## src/rtl/assert_macros.svh

```systemverilog
// ---------------------------------------------------------------------------
// assert_macros.svh
// assertion helpers: same-cycle and next-cycle implications on clk / arst_n
// ---------------------------------------------------------------------------
`ifndef ASSERT_MACROS_SVH
`define ASSERT_MACROS_SVH

// consequent must hold in the same cycle as the antecedent
`define ASSERT_SAME(label, ante, cons) \
	label: assert property (@(posedge clk) disable iff (!arst_n) (ante) |-> (cons)) \
		else $error("assertion failed");

// consequent must hold in the cycle after the antecedent
`define ASSERT_NEXT(label, ante, cons) \
	label: assert property (@(posedge clk) disable iff (!arst_n) (ante) |=> (cons)) \
		else $error("assertion failed");

`endif

```

## src/rtl/owrs_pkg.sv

```systemverilog
// ---------------------------------------------------------------------------
// owrs_pkg
// shared types and constants of the one-wire rom search engine
// ---------------------------------------------------------------------------
package owrs_pkg;

	localparam int ROM_BITS_DEF = 64;
	localparam int FAMILY_LIMIT = 9;
	localparam int FD_W         = 4;
	localparam int CMD_W        = 8;
	localparam int ROM_OUT_W    = 64;

	typedef enum logic [2:0] {
		OP_START  = 3'd0,
		OP_PAIR   = 3'd1,
		OP_RESET  = 3'd2,
		OP_SKIP   = 3'd3,
		OP_TARGET = 3'd4
	} op_t;

	typedef enum logic [1:0] {
		ACT_NONE = 2'd0,
		ACT_CMD  = 2'd1,
		ACT_DIR  = 2'd2
	} action_t;

	typedef struct packed {
		logic             complement_bit;
		logic             id_bit;
		logic [CMD_W-1:0] command;
		logic             no_presence;
		op_t              op;
	} item_t;

	typedef struct packed {
		action_t          action;
		logic [CMD_W-1:0] command_out;
		logic             direction;
		logic             pass_done;
		logic             found;
	} result_t;

endpackage

```

## src/rtl/owrs_step.sv

```systemverilog
// ---------------------------------------------------------------------------
// owrs_step
// next search state and result for one item, purely combinational
// ---------------------------------------------------------------------------
module owrs_step #(
	parameter int ROM_BITS = owrs_pkg::ROM_BITS_DEF
) (
	input  owrs_pkg::item_t                   item,
	input  logic [owrs_pkg::CMD_W-1:0]        target_family,
	input  logic [ROM_BITS-1:0]               rom,
	input  logic [$clog2(ROM_BITS+2)-1:0]     last_disc,
	input  logic [owrs_pkg::FD_W-1:0]         fam_disc,
	input  logic                              last_dev,
	input  logic [$clog2(ROM_BITS+2)-1:0]     bit_num,
	input  logic [$clog2(ROM_BITS+2)-1:0]     zero_pos,
	input  logic                              pass_act,
	output logic [ROM_BITS-1:0]               rom_nx,
	output logic [$clog2(ROM_BITS+2)-1:0]     last_disc_nx,
	output logic [owrs_pkg::FD_W-1:0]         fam_disc_nx,
	output logic                              last_dev_nx,
	output logic [$clog2(ROM_BITS+2)-1:0]     bit_num_nx,
	output logic [$clog2(ROM_BITS+2)-1:0]     zero_pos_nx,
	output logic                              pass_act_nx,
	output owrs_pkg::result_t                 res
);

	localparam int POS_W = $clog2(ROM_BITS+2);
	localparam int IDX_W = $clog2(ROM_BITS);

	logic [POS_W-1:0] pos;
	logic [POS_W-1:0] pos_m1;
	logic [IDX_W-1:0] idx;
	logic             dir;
	logic             ambiguous;
	logic [POS_W-1:0] lz_pair;
	logic [owrs_pkg::FD_W-1:0] fd_pair;
	logic [ROM_BITS-1:0] rom_pair;

	// bit pair datapath
	always_comb begin
		pos = bit_num;
		if (bit_num < POS_W'(1) || bit_num > POS_W'(ROM_BITS)) begin
			pos = POS_W'(1);
		end
		pos_m1    = pos - POS_W'(1);
		idx       = pos_m1[IDX_W-1:0];
		ambiguous = (item.id_bit == item.complement_bit);
		if (!ambiguous) begin
			dir = item.id_bit;
		end else if (pos < last_disc) begin
			dir = rom[idx];
		end else begin
			dir = (pos == last_disc);
		end
		lz_pair = zero_pos;
		fd_pair = fam_disc;
		if (ambiguous && !dir) begin
			lz_pair = pos;
			if (pos < POS_W'(owrs_pkg::FAMILY_LIMIT)) begin
				fd_pair = pos[owrs_pkg::FD_W-1:0];
			end
		end
		rom_pair      = rom;
		rom_pair[idx] = dir;
	end

	always_comb begin
		rom_nx       = rom;
		last_disc_nx = last_disc;
		fam_disc_nx  = fam_disc;
		last_dev_nx  = last_dev;
		bit_num_nx   = bit_num;
		zero_pos_nx  = zero_pos;
		pass_act_nx  = pass_act;
		res          = '{action: owrs_pkg::ACT_NONE, command_out: '0, direction: 1'b0,
			pass_done: 1'b0, found: 1'b0};
		unique case (item.op)
			owrs_pkg::OP_START: begin
				if (last_dev || item.no_presence) begin
					last_disc_nx  = '0;
					fam_disc_nx   = '0;
					last_dev_nx   = 1'b0;
					pass_act_nx   = 1'b0;
					res.pass_done = 1'b1;
				end else begin
					res.action      = owrs_pkg::ACT_CMD;
					res.command_out = item.command;
					bit_num_nx      = POS_W'(1);
					zero_pos_nx     = '0;
					pass_act_nx     = 1'b1;
				end
			end
			owrs_pkg::OP_PAIR: begin
				if (pass_act) begin
					if (item.id_bit && item.complement_bit) begin
						last_disc_nx  = '0;
						fam_disc_nx   = '0;
						last_dev_nx   = 1'b0;
						pass_act_nx   = 1'b0;
						res.pass_done = 1'b1;
					end else begin
						rom_nx        = rom_pair;
						zero_pos_nx   = lz_pair;
						fam_disc_nx   = fd_pair;
						bit_num_nx    = pos + POS_W'(1);
						res.action    = owrs_pkg::ACT_DIR;
						res.direction = dir;
						if (pos == POS_W'(ROM_BITS)) begin
							pass_act_nx   = 1'b0;
							res.pass_done = 1'b1;
							if (rom_pair[7:0] == 8'd0) begin
								last_disc_nx = '0;
								fam_disc_nx  = '0;
								last_dev_nx  = 1'b0;
							end else begin
								last_disc_nx = lz_pair;
								last_dev_nx  = (lz_pair == '0);
								res.found    = 1'b1;
							end
						end
					end
				end
			end
			owrs_pkg::OP_RESET: begin
				last_disc_nx = '0;
				fam_disc_nx  = '0;
				last_dev_nx  = 1'b0;
				pass_act_nx  = 1'b0;
			end
			owrs_pkg::OP_SKIP: begin
				last_disc_nx = POS_W'(fam_disc);
				fam_disc_nx  = '0;
				if (fam_disc == '0) begin
					last_dev_nx = 1'b1;
				end
				pass_act_nx = 1'b0;
			end
			owrs_pkg::OP_TARGET: begin
				rom_nx       = ROM_BITS'(target_family);
				last_disc_nx = POS_W'(ROM_BITS);
				fam_disc_nx  = '0;
				last_dev_nx  = 1'b0;
				pass_act_nx  = 1'b0;
			end
			default: begin
			end
		endcase
	end

endmodule

```

## src/rtl/one_wire_rom_search.sv

```systemverilog
// ---------------------------------------------------------------------------
// one_wire_rom_search
// one-wire rom search engine: direction choice and rom code tracking
// ---------------------------------------------------------------------------
// usage:
//   s_* carries one item per transfer: op in s_tuser, the bus read values
//   in s_tdata. m_* returns exactly one result per item, in order: the
//   action code in m_tuser, the command byte, direction, pass status, the
//   rom code and the last-device flag in m_tdata.
//   cfg_* writes target_family, taken by the target-family op; write it only
//   while no item is in flight.
// timing:
//   an accepted item is held in the input register and its result is shown
//   from the output register, so m_tvalid rises as the item moves from the
//   input register to the output register. one item per cycle is sustained
//   while m_tready stays high: the search state update is a single shallow
//   step between the two registers.
// reset and stall:
//   arst_n clears the search state, the target family and both valid flags.
//   while m_tready is low the result and the input register hold and
//   s_tready drops once the input register is full; nothing is lost.
// ---------------------------------------------------------------------------
`include "assert_macros.svh"

module one_wire_rom_search #(
	parameter int ROM_BITS = owrs_pkg::ROM_BITS_DEF
) (
	input  logic        clk,
	input  logic        arst_n,
	input  logic        s_tvalid,
	output logic        s_tready,
	input  logic [15:0] s_tdata,  // no_presence, command[7:0], id_bit, complement_bit
	input  logic [2:0]  s_tuser,  // op
	output logic        m_tvalid,
	input  logic        m_tready,
	output logic [79:0] m_tdata,  // command_out[7:0], direction, pass_done, found,
	                              // rom_out[63:0], last_device
	output logic [1:0]  m_tuser,  // action
	input  logic        cfg_valid,
	output logic        cfg_ready,
	input  logic [7:0]  cfg_data  // target_family
);

	localparam int POS_W = $clog2(ROM_BITS+2);

	logic                          valid_s1;
	owrs_pkg::item_t               item_s1;
	logic                          valid_s2;
	owrs_pkg::result_t             res_s2;
	logic [owrs_pkg::CMD_W-1:0]    target_q;
	logic [ROM_BITS-1:0]           rom_q;
	logic [POS_W-1:0]              last_disc_q;
	logic [owrs_pkg::FD_W-1:0]     fam_disc_q;
	logic                          last_dev_q;
	logic [POS_W-1:0]              bit_num_q;
	logic [POS_W-1:0]              zero_pos_q;
	logic                          pass_q;

	logic [ROM_BITS-1:0]           rom_nx;
	logic [POS_W-1:0]              last_disc_nx;
	logic [owrs_pkg::FD_W-1:0]     fam_disc_nx;
	logic                          last_dev_nx;
	logic [POS_W-1:0]              bit_num_nx;
	logic [POS_W-1:0]              zero_pos_nx;
	logic                          pass_nx;
	owrs_pkg::result_t             res;
	logic                          advance;

	assign advance   = valid_s1 && (!valid_s2 || m_tready);
	assign s_tready  = !valid_s1 || advance;
	assign cfg_ready = 1'b1;

	owrs_step #(
		.ROM_BITS(ROM_BITS)
	) u_step (
		.item         (item_s1),
		.target_family(target_q),
		.rom          (rom_q),
		.last_disc    (last_disc_q),
		.fam_disc     (fam_disc_q),
		.last_dev     (last_dev_q),
		.bit_num      (bit_num_q),
		.zero_pos     (zero_pos_q),
		.pass_act     (pass_q),
		.rom_nx       (rom_nx),
		.last_disc_nx (last_disc_nx),
		.fam_disc_nx  (fam_disc_nx),
		.last_dev_nx  (last_dev_nx),
		.bit_num_nx   (bit_num_nx),
		.zero_pos_nx  (zero_pos_nx),
		.pass_act_nx  (pass_nx),
		.res          (res)
	);

	// input register
	always_ff @(posedge clk or negedge arst_n) begin
		if (!arst_n) begin
			valid_s1 <= 1'b0;
		end else if (s_tready) begin
			valid_s1 <= s_tvalid;
		end
	end

	always_ff @(posedge clk) begin
		if (s_tvalid && s_tready) begin
			item_s1.op             <= owrs_pkg::op_t'(s_tuser);
			item_s1.no_presence    <= s_tdata[0];
			item_s1.command        <= s_tdata[8:1];
			item_s1.id_bit         <= s_tdata[9];
			item_s1.complement_bit <= s_tdata[10];
		end
	end

	// search state, updated as the item moves to the output register
	always_ff @(posedge clk or negedge arst_n) begin
		if (!arst_n) begin
			target_q    <= '0;
			rom_q       <= '0;
			last_disc_q <= '0;
			fam_disc_q  <= '0;
			last_dev_q  <= 1'b0;
			bit_num_q   <= POS_W'(1);
			zero_pos_q  <= '0;
			pass_q      <= 1'b0;
			valid_s2    <= 1'b0;
		end else begin
			if (cfg_valid && cfg_ready) begin
				target_q <= cfg_data;
			end
			if (advance) begin
				rom_q       <= rom_nx;
				last_disc_q <= last_disc_nx;
				fam_disc_q  <= fam_disc_nx;
				last_dev_q  <= last_dev_nx;
				bit_num_q   <= bit_num_nx;
				zero_pos_q  <= zero_pos_nx;
				pass_q      <= pass_nx;
				valid_s2    <= 1'b1;
			end else if (m_tready) begin
				valid_s2 <= 1'b0;
			end
		end
	end

	always_ff @(posedge clk) begin
		if (advance) begin
			res_s2 <= res;
		end
	end

	// rom and last-device come straight from state: it only moves with the result
	assign m_tvalid = valid_s2;
	assign m_tuser  = res_s2.action;
	assign m_tdata  = {4'd0, last_dev_q, owrs_pkg::ROM_OUT_W'(rom_q), res_s2.found,
		res_s2.pass_done, res_s2.direction, res_s2.command_out};

	`ASSERT_SAME(a_found_has_family, m_tvalid && res_s2.found, rom_q[7:0] != 8'd0)
	`ASSERT_SAME(a_found_ends_dir, m_tvalid && res_s2.found,
		res_s2.pass_done && res_s2.action == owrs_pkg::ACT_DIR)
	`ASSERT_SAME(a_pass_bit_range, pass_q,
		bit_num_q >= POS_W'(1) && bit_num_q <= POS_W'(ROM_BITS))
	`ASSERT_SAME(a_last_dev_idle, last_dev_q, !pass_q)
	`ASSERT_NEXT(a_stall_holds_state, m_tvalid && !m_tready, $stable(rom_q))

endmodule

```

## config.mk

```make
export PLATFORM = sky130hd
export DESIGN_NAME = one_wire_rom_search
export DESIGN_NICKNAME = d
export VERILOG_FILES = /design/src/rtl/owrs_pkg.sv /design/src/rtl/owrs_step.sv /design/src/rtl/one_wire_rom_search.sv
export VERILOG_INCLUDE_DIRS = /design/src /design/src/rtl
export SDC_FILE = /design/constraint.sdc
export NUM_CORES = 1
export LEC_CHECK = 0
export ABC_AREA = 0
export BUFFER_PORTS_ARGS = -buffer_cell sky130_fd_sc_hd__buf_2
export CORE_MARGIN = 2
export CORE_UTILIZATION = 35
export DETAILED_ROUTE_END_ITERATION = 8
export PLACE_DENSITY = 0.59
export SLEW_MARGIN = 25
export SYNTH_ARGS = -nofsm -noshare
export SYNTH_HDL_FRONTEND = slang
export SYNTH_SLANG_ARGS = --single-unit
export TNS_END_PERCENT = 10
```

## constraint.sdc

```tcl
create_clock -name clk -period 5.44 [get_ports clk]
set_clock_uncertainty 0.05 [all_clocks]
set_input_delay 1.088 -clock clk [delete_from_list [all_inputs] [get_ports clk]]
set_output_delay 1.088 -clock clk [all_outputs]
set_load 0.01 [all_outputs]
```

[Word level (Yosys, flattened, before mapping)]
Cells that the tools add are included.
Word-level totals
  register bits after elaboration: 128
  input bits: 32
  output and inout bits: 85
  word-level logic and storage cells: 137
Cells by class
  $add $sub $neg: 2
  $lt $le $gt $ge: 6
  equal/unequal tests: 13
  multiplexer cells: 59
  bitwise gates (word level): 4
  reduce and logical (&&, ||, !) cells: 33
Operators by type and width (count)
  64-bit 2-to-1 mux: 2
  64-bit case mux with 2 select lines: 1
  7-bit 2-to-1 mux: 13
  64-bit bitwise mux: 1
  7-bit case mux with 5 select lines: 1
  4-bit 2-to-1 mux: 7
  7-bit case mux with 2 select lines: 2
  1-bit 2-to-1 mux: 20
  4-bit case mux with 3 select lines: 1
  5-bit AND reduction: 2
  9-bit 2-to-1 mux: 1
  8-bit zero test: 1
  2-bit 2-to-1 mux: 4
  4-bit AND reduction: 2
  7-bit by 1-bit adder with 7-bit output (second input constant): 1
  7-bit equality test: 1
  7-bit equality test (second input constant): 1
  7-bit greater-than comparator (second input constant): 1
  7-bit zero test: 1
  6-bit by 7-bit < comparator with 1-bit output (second input constant): 1
  7-bit by 1-bit < comparator with 1-bit output (second input constant): 1
  7-bit by 4-bit < comparator with 1-bit output (second input constant): 1
  7-bit < comparator: 1
  1-bit binary-select mux with 6-bit select: 1
  other kinds (29): 49

[Logic depth before layout (Yosys ltp)]
  depth in word-level cells: 17
  depth in mapped cells: 20
  gate-level depth less buffers: 15

[Modules after synthesis]
From an unflattened synthesis, not the netlist that was laid out.
Second synthesis, totals
  cells, all modules: 868
  area total of the unflattened synthesis: 8653.3 um^2
Modules (own cells, without submodules)
  one_wire_rom_search: times used 1, cells each 253, area an instance 5047.3 um^2, sequential area each 3339.5 um^2
  owrs_step: times used 1, cells each 615, area an instance 3606.0 um^2, sequential area each 0.0 um^2

[Worst setup path after synthesis]
Ideal clock, no wire load.
  path kind: register to register
  from: reg bit_num_q[5]
  to: reg rom_q[22]
  library setup time: 0.078 ns
  arrival: 4.104 ns
  data required time: 5.312 ns
  path slack: 1.208 ns
  cell stages (with the launch flop): 20
  buffers on the path: 4
  clock period less this slack: 4.232 ns
  path through: dfrtp_1 buf_6 or3_4 buf_6 o21ai_2 nand2_2 inv_2 ha_1 buf_2 or4b_1 o211a_1 a21oi_4 nand2_1 o211a_1 o32ai_2 o31ai_4 o31ai_4 buf_6 nand2_4 o21ai_1
On the way
  longest elaborated chain between the ends: 12
  elaborated cells on any way between the ends: 20
  classes of those cells: add/sub (1); order compare (5); eq/ne (1); mux (11); reduce/logical (2)
Ends and longest elaborated chain
  start, declared: line one_wire_rom_search.sv:55  | logic [POS_W-1:0] bit_num_q;
  start signal, assigned: line one_wire_rom_search.sv:135  | bit_num_q <= bit_num_nx;
  7-bit by 1-bit < comparator with 1-bit output or 7-bit greater-than comparator (tied branches): line owrs_step.sv:42  | if (bit_num < POS_W'(1) || bit_num > POS_W'(ROM_BITS)) begin
  1-bit logical OR: line owrs_step.sv:42
  7-bit 2-to-1 mux *: line owrs_step.sv:42
  6-bit by 1-bit subtractor with 6-bit output: line owrs_step.sv:45  | pos_m1 = pos - POS_W'(1);
  6-bit by 7-bit < comparator with 1-bit output (not written as such), or another cell as far along: line owrs_step.sv:64  | rom_pair[idx] = dir;
  1-bit logical AND (not written as such) or 1-bit 2-to-1 mux (tied branches): line owrs_step.sv:64, owrs_step.sv:51
  1-bit 2-to-1 mux, on equally long branches: line owrs_step.sv:64, owrs_step.sv:50
  1-bit demux with 6-bit select or 1-bit 2-to-1 mux (tied branches)
  64-bit bitwise mux *: line owrs_step.sv:64
  64-bit 2-to-1 mux *: line owrs_step.sv:95  | if (item.id_bit && item.complement_bit) begin
  64-bit 2-to-1 mux *: line owrs_step.sv:94  | if (pass_act) begin
  64-bit case mux with 2 select lines *: line owrs_step.sv:77  | unique case (item.op)
  end signal, assigned: line one_wire_rom_search.sv:131  | rom_q <= rom_nx;
  end, declared: line one_wire_rom_search.sv:51  | logic [ROM_BITS-1:0] rom_q;
Mark *: on every way between the ends. The rest lies on a longest branch, timed or not. The select of a mux whose other input is x is not followed.
A chain may end at the register's enable or synchronous reset.

[Worst setup path after layout]
  from: reg bit_num_q[5]
  to: reg rom_q[34]
The elaborated chain is that of the path after synthesis.

==> results.json <==
{
  "grt_overflow": 0,
  "postCtsResizedCells": 0,
  "cp.arrival_ns": 5.13,
  "worst_pin_slew_ns": 1.039,
  "dr_wl_met3_mm": 1.458,
  "max_slew_margin_pct": 30.29,
  "ff_latch_area_um2": 3339,
  "finalSetupTns_ns": 0,
  "power.density_nw_per_um2": 523.2,
  "async_flop_share_pct": 78.91,
  "wl_met2_mm": 11.46,
  "swShare_pct": 45.73,
  "synth_area_per_cell_um2": 9.411,
  "synth_top_area_cell": "dfrtp_1",
  "finalHoldViolCount": 0,
  "hpwl_mm": 17.23,
  "cp_max_fo": 11,
  "io_pins": 117,
  "dr.pass1.iters": 5,
  "cp_cell_sequence": "nor3_4 > a31oi_1 > nand2_2 > inv_2 > ha_1 > buf_4 > nor2b_1 > a21oi_1 > buf_4 > a31oi_2 > nand2_1 > nor4b_1 > o32ai_2 > o31ai_4 > o31ai_4 > buf_4 > nand2_4 > o21ai_1",
  "status": "completed",
  "grt_pass1_vias": 6566,
  "power.internal_uw": 2512,
  "cp_slowest_cell": "dfrtp_1",
  "wirelength_met1_mm": 10.93,
  "seqPwrFrac_pct": 26.2,
  "power_uw": 4629,
  "fillCellCount": 2038,
  "setup_ws_ns": 0.6061,
  "cts-root-buf": "clkbuf_16",
  "multi_input_area_um2": 3669,
  "power_switching_uw": 2117,
  "cts_setup_buffers": 0,
  "die_w_um": 148.5,
  "io_buffers": 106,
  "diodes": 0,
  "syn_to_final_growth_pct": 21.00,
  "clk_latency_ns": 0.43,
  "cts.sinks": 128,
  "synth_top_area_share_pct": 34.22,
  "finish.net_count": 941,
  "die_area_um2": 22060,
  "synthTopCellsByArea": "dfrtp_1, edfxtp_1, o21ai_0, a21oi_1, o21ai_1",
  "dp_cells": 1150,
  "cts.htree.levels": 4,
  "ir_drop_uv": 300.0,
  "die_h_um": 148.5,
  "power.leakage_uw": 0.003942,
  "endpoint_kind": "flip-flop",
  "topRoutingLayerUsed": "met4",
  "grt_pass1_wl_mm": 38.16,
  "row_count": 52,
  "cap_violations": 0,
  "power_frac_clock_pct": 23.9,
  "finalCriticalPeriod_ns": 4.834,
  "fin_crit_sh_pct": 88.86,
  "synthCells": 777,
  "antenna_found_initial": 0,
  "gp_congestion": 0.9363,
  "cts_buffer_depth": 2,
  "cts_tree": "yes",
  "wl_per_cell_um": 20.76,
  "path_common_cell": "buf_4",
  "vias": 6833,
  "cts_hold_buf": 0,
  "numCtsBuffers": 17,
  "ys_types": 83,
  "pwr-share-comb_pct": 49.9,
  "crit_path_start_kind": "flip-flop",
  "synth-edff-count": 27,
  "hp-class": "reg -> reg",
  "clk_pin_slew_ns": 0.06,
  "setup-violations-final": 0,
  "synth_warnings": 0,
  "drc": 0,
  "fmax_mhz": 206.9,
  "wirelength_mm": 24.54,
  "seq_area_frac_synth_pct": 45.67,
  "final_layout_size_suffix_gt1_share_pct": 25.99,
  "grt_use_total_pct": 22.66,
  "ys_seq_elements": 128,
  "finalNonFillerCells": 1182,
  "initial_core_util_pct": 35.91,
  "pre_cts_ws_ns": 0.7151,
  "fin_hold_ws_ns": 0.4453,
  "netlist_area_um2": 7312,
  "crit_required_ns": 5.73,
  "drv_slew": 0,
  "max_stage_delay_ns": 0.52,
  "grt_start_max_net_pins": 67,
  "ant_nets": 0,
  "core_area_um2": 20360,
  "critPathKind": "reg -> reg",
  "grt_setup_unrepaired": "false",
  "ys.flop_type": "dfrtp_1",
  "drt_iter0_drc": 638,
  "viasPerCell": 5.781
}
==> cell type report <==
| cell class | count | area share (%) |
|---|---|---|
| Multi-Input combinational cell | 583 | 41.47 |
| Sequential cell | 128 | 37.75 |
| Timing Repair Buffer | 149 | 9.673 |
| Clock buffer | 18 | 4.964 |
| Tap cell | 270 | 3.818 |
| Clock inverter | 14 | 1.471 |
| Inverter | 20 | 0.8627 |
==> synthesized netlist by cell type, types with 6 or more instances <==
cell / number
or4_1: 9
edfxtp_1: 27
and3_1: 12
buf_4: 9
nor2_1: 43
dfrtp_1: 100
clkbuf_1: 26
nand2_1: 49
a31oi_1: 11
nor2b_1: 8
a21o_1: 6
nand2_4: 7
nand3_1: 14
o21ai_1: 60
a22oi_1: 10
nor4_1: 7
mux2_2: 11
ha_1: 10
inv_1: 17
or2_2: 6
buf_2: 9
nand2b_1: 8
o21ai_0: 98
a21oi_1: 73
nor3_1: 16
mux2i_1: 22
o22ai_1: 8
==> critical path: cells and delay by family (launching register included) <==
family | cells | cell delay, ns
buf+inv | 4 | 0.72
compound gates | 7 | 1.88
simple gates | 6 | 1.26
fa+ha+maj | 1 | 0.30
flops | 1 | 0.52
==> through the flow <==
step           area [µm²]  utilization (%)
2_1_floorplan        7323                -
3_3_place_gp         8278            40.65
3_5_place_dp         8278            40.65
4_1_cts              8847            43.44
5_1_grt              8847            43.44
6_report             8847            43.44
==> power groups by stage <==
stage	clock, µW	combinational [µW]	sequential [µW]
final	1110	2310	1210
after global routing	1170	2450	1230
after CTS	1120	2270	1210
after detailed placement	0	2260	1230
after global placement	0	2250	1230
after floorplan	0	1370	1190
==> registers in the layout (all words and copies together) (netlist names) <==
name and cells:
bit_num_q 7, fam_disc_q 4, rom_q 64, item_s1 14, zero_pos_q 7, last_disc_q 7
m_tdata 11, valid_s1 1, last_dev_q 1, m_tuser 2, target_q 8, m_tvalid 1
pass_q 1
==> per-layer routing <==
metal | vias up | track usage (%)
met5 | - | 0
met4 | 0 | 8.905
met3 | 45 | 3.436
met2 | 270 | 35.32
met1 | 3379 | 31.81
li1 | 3139 | -
==> kinds of logic after synthesis <==
logic type	count (synthesis)	synth area share, %
other cells	2	0.1027
simple gates	210	16.00
xor+xnor	5	1.112
buf+inv	69	4.483
flops	128	45.67
mux	33	4.706
compound gates	320	26.22
fa+ha+maj	10	1.711
==> cells in the final DEF, fill, tap and decap left out, drive strengths merged, types with 9 or more instances in the layout <==
| master | instances |
|---|---|
| o21ai | 160 |
| buf | 149 |
| dfrtp | 100 |
| a21oi | 77 |
| nand2 | 58 |
| nor2 | 45 |
| edfxtp | 27 |
| inv | 24 |
| mux2i | 22 |
| nor3 | 20 |
| clkbuf | 18 |
| nand3 | 14 |
| and3 | 12 |
| a31oi | 12 |
| mux2 | 11 |
| a22oi | 10 |
| ha | 10 |
| or4 | 9 |
| nor4 | 9 |
==> path summary, 6_finish.rpt <==
path	startpoint	to	slack, ns	cells past startpoint
max in group asynchronous	arst_n	m_tvalid$_DFFE_PN0P_	3.57	2
setup / recovery	bit_num_q[5]$_DFFE_PN0P_	rom_q[34]$_DFFE_PN0P_	0.61	18
hold reg to reg	valid_s1$_DFFE_PN0N_	m_tvalid$_DFFE_PN0P_	0.45	1
min in group asynchronous	arst_n	rom_q[26]$_DFFE_PN0P_	0.66	1
setup reg to reg	bit_num_q[5]$_DFFE_PN0P_	rom_q[34]$_DFFE_PN0P_	0.61	18
hold / removal	valid_s1$_DFFE_PN0N_	m_tvalid$_DFFE_PN0P_	0.45	1
(Power assumes the default switching activity.)
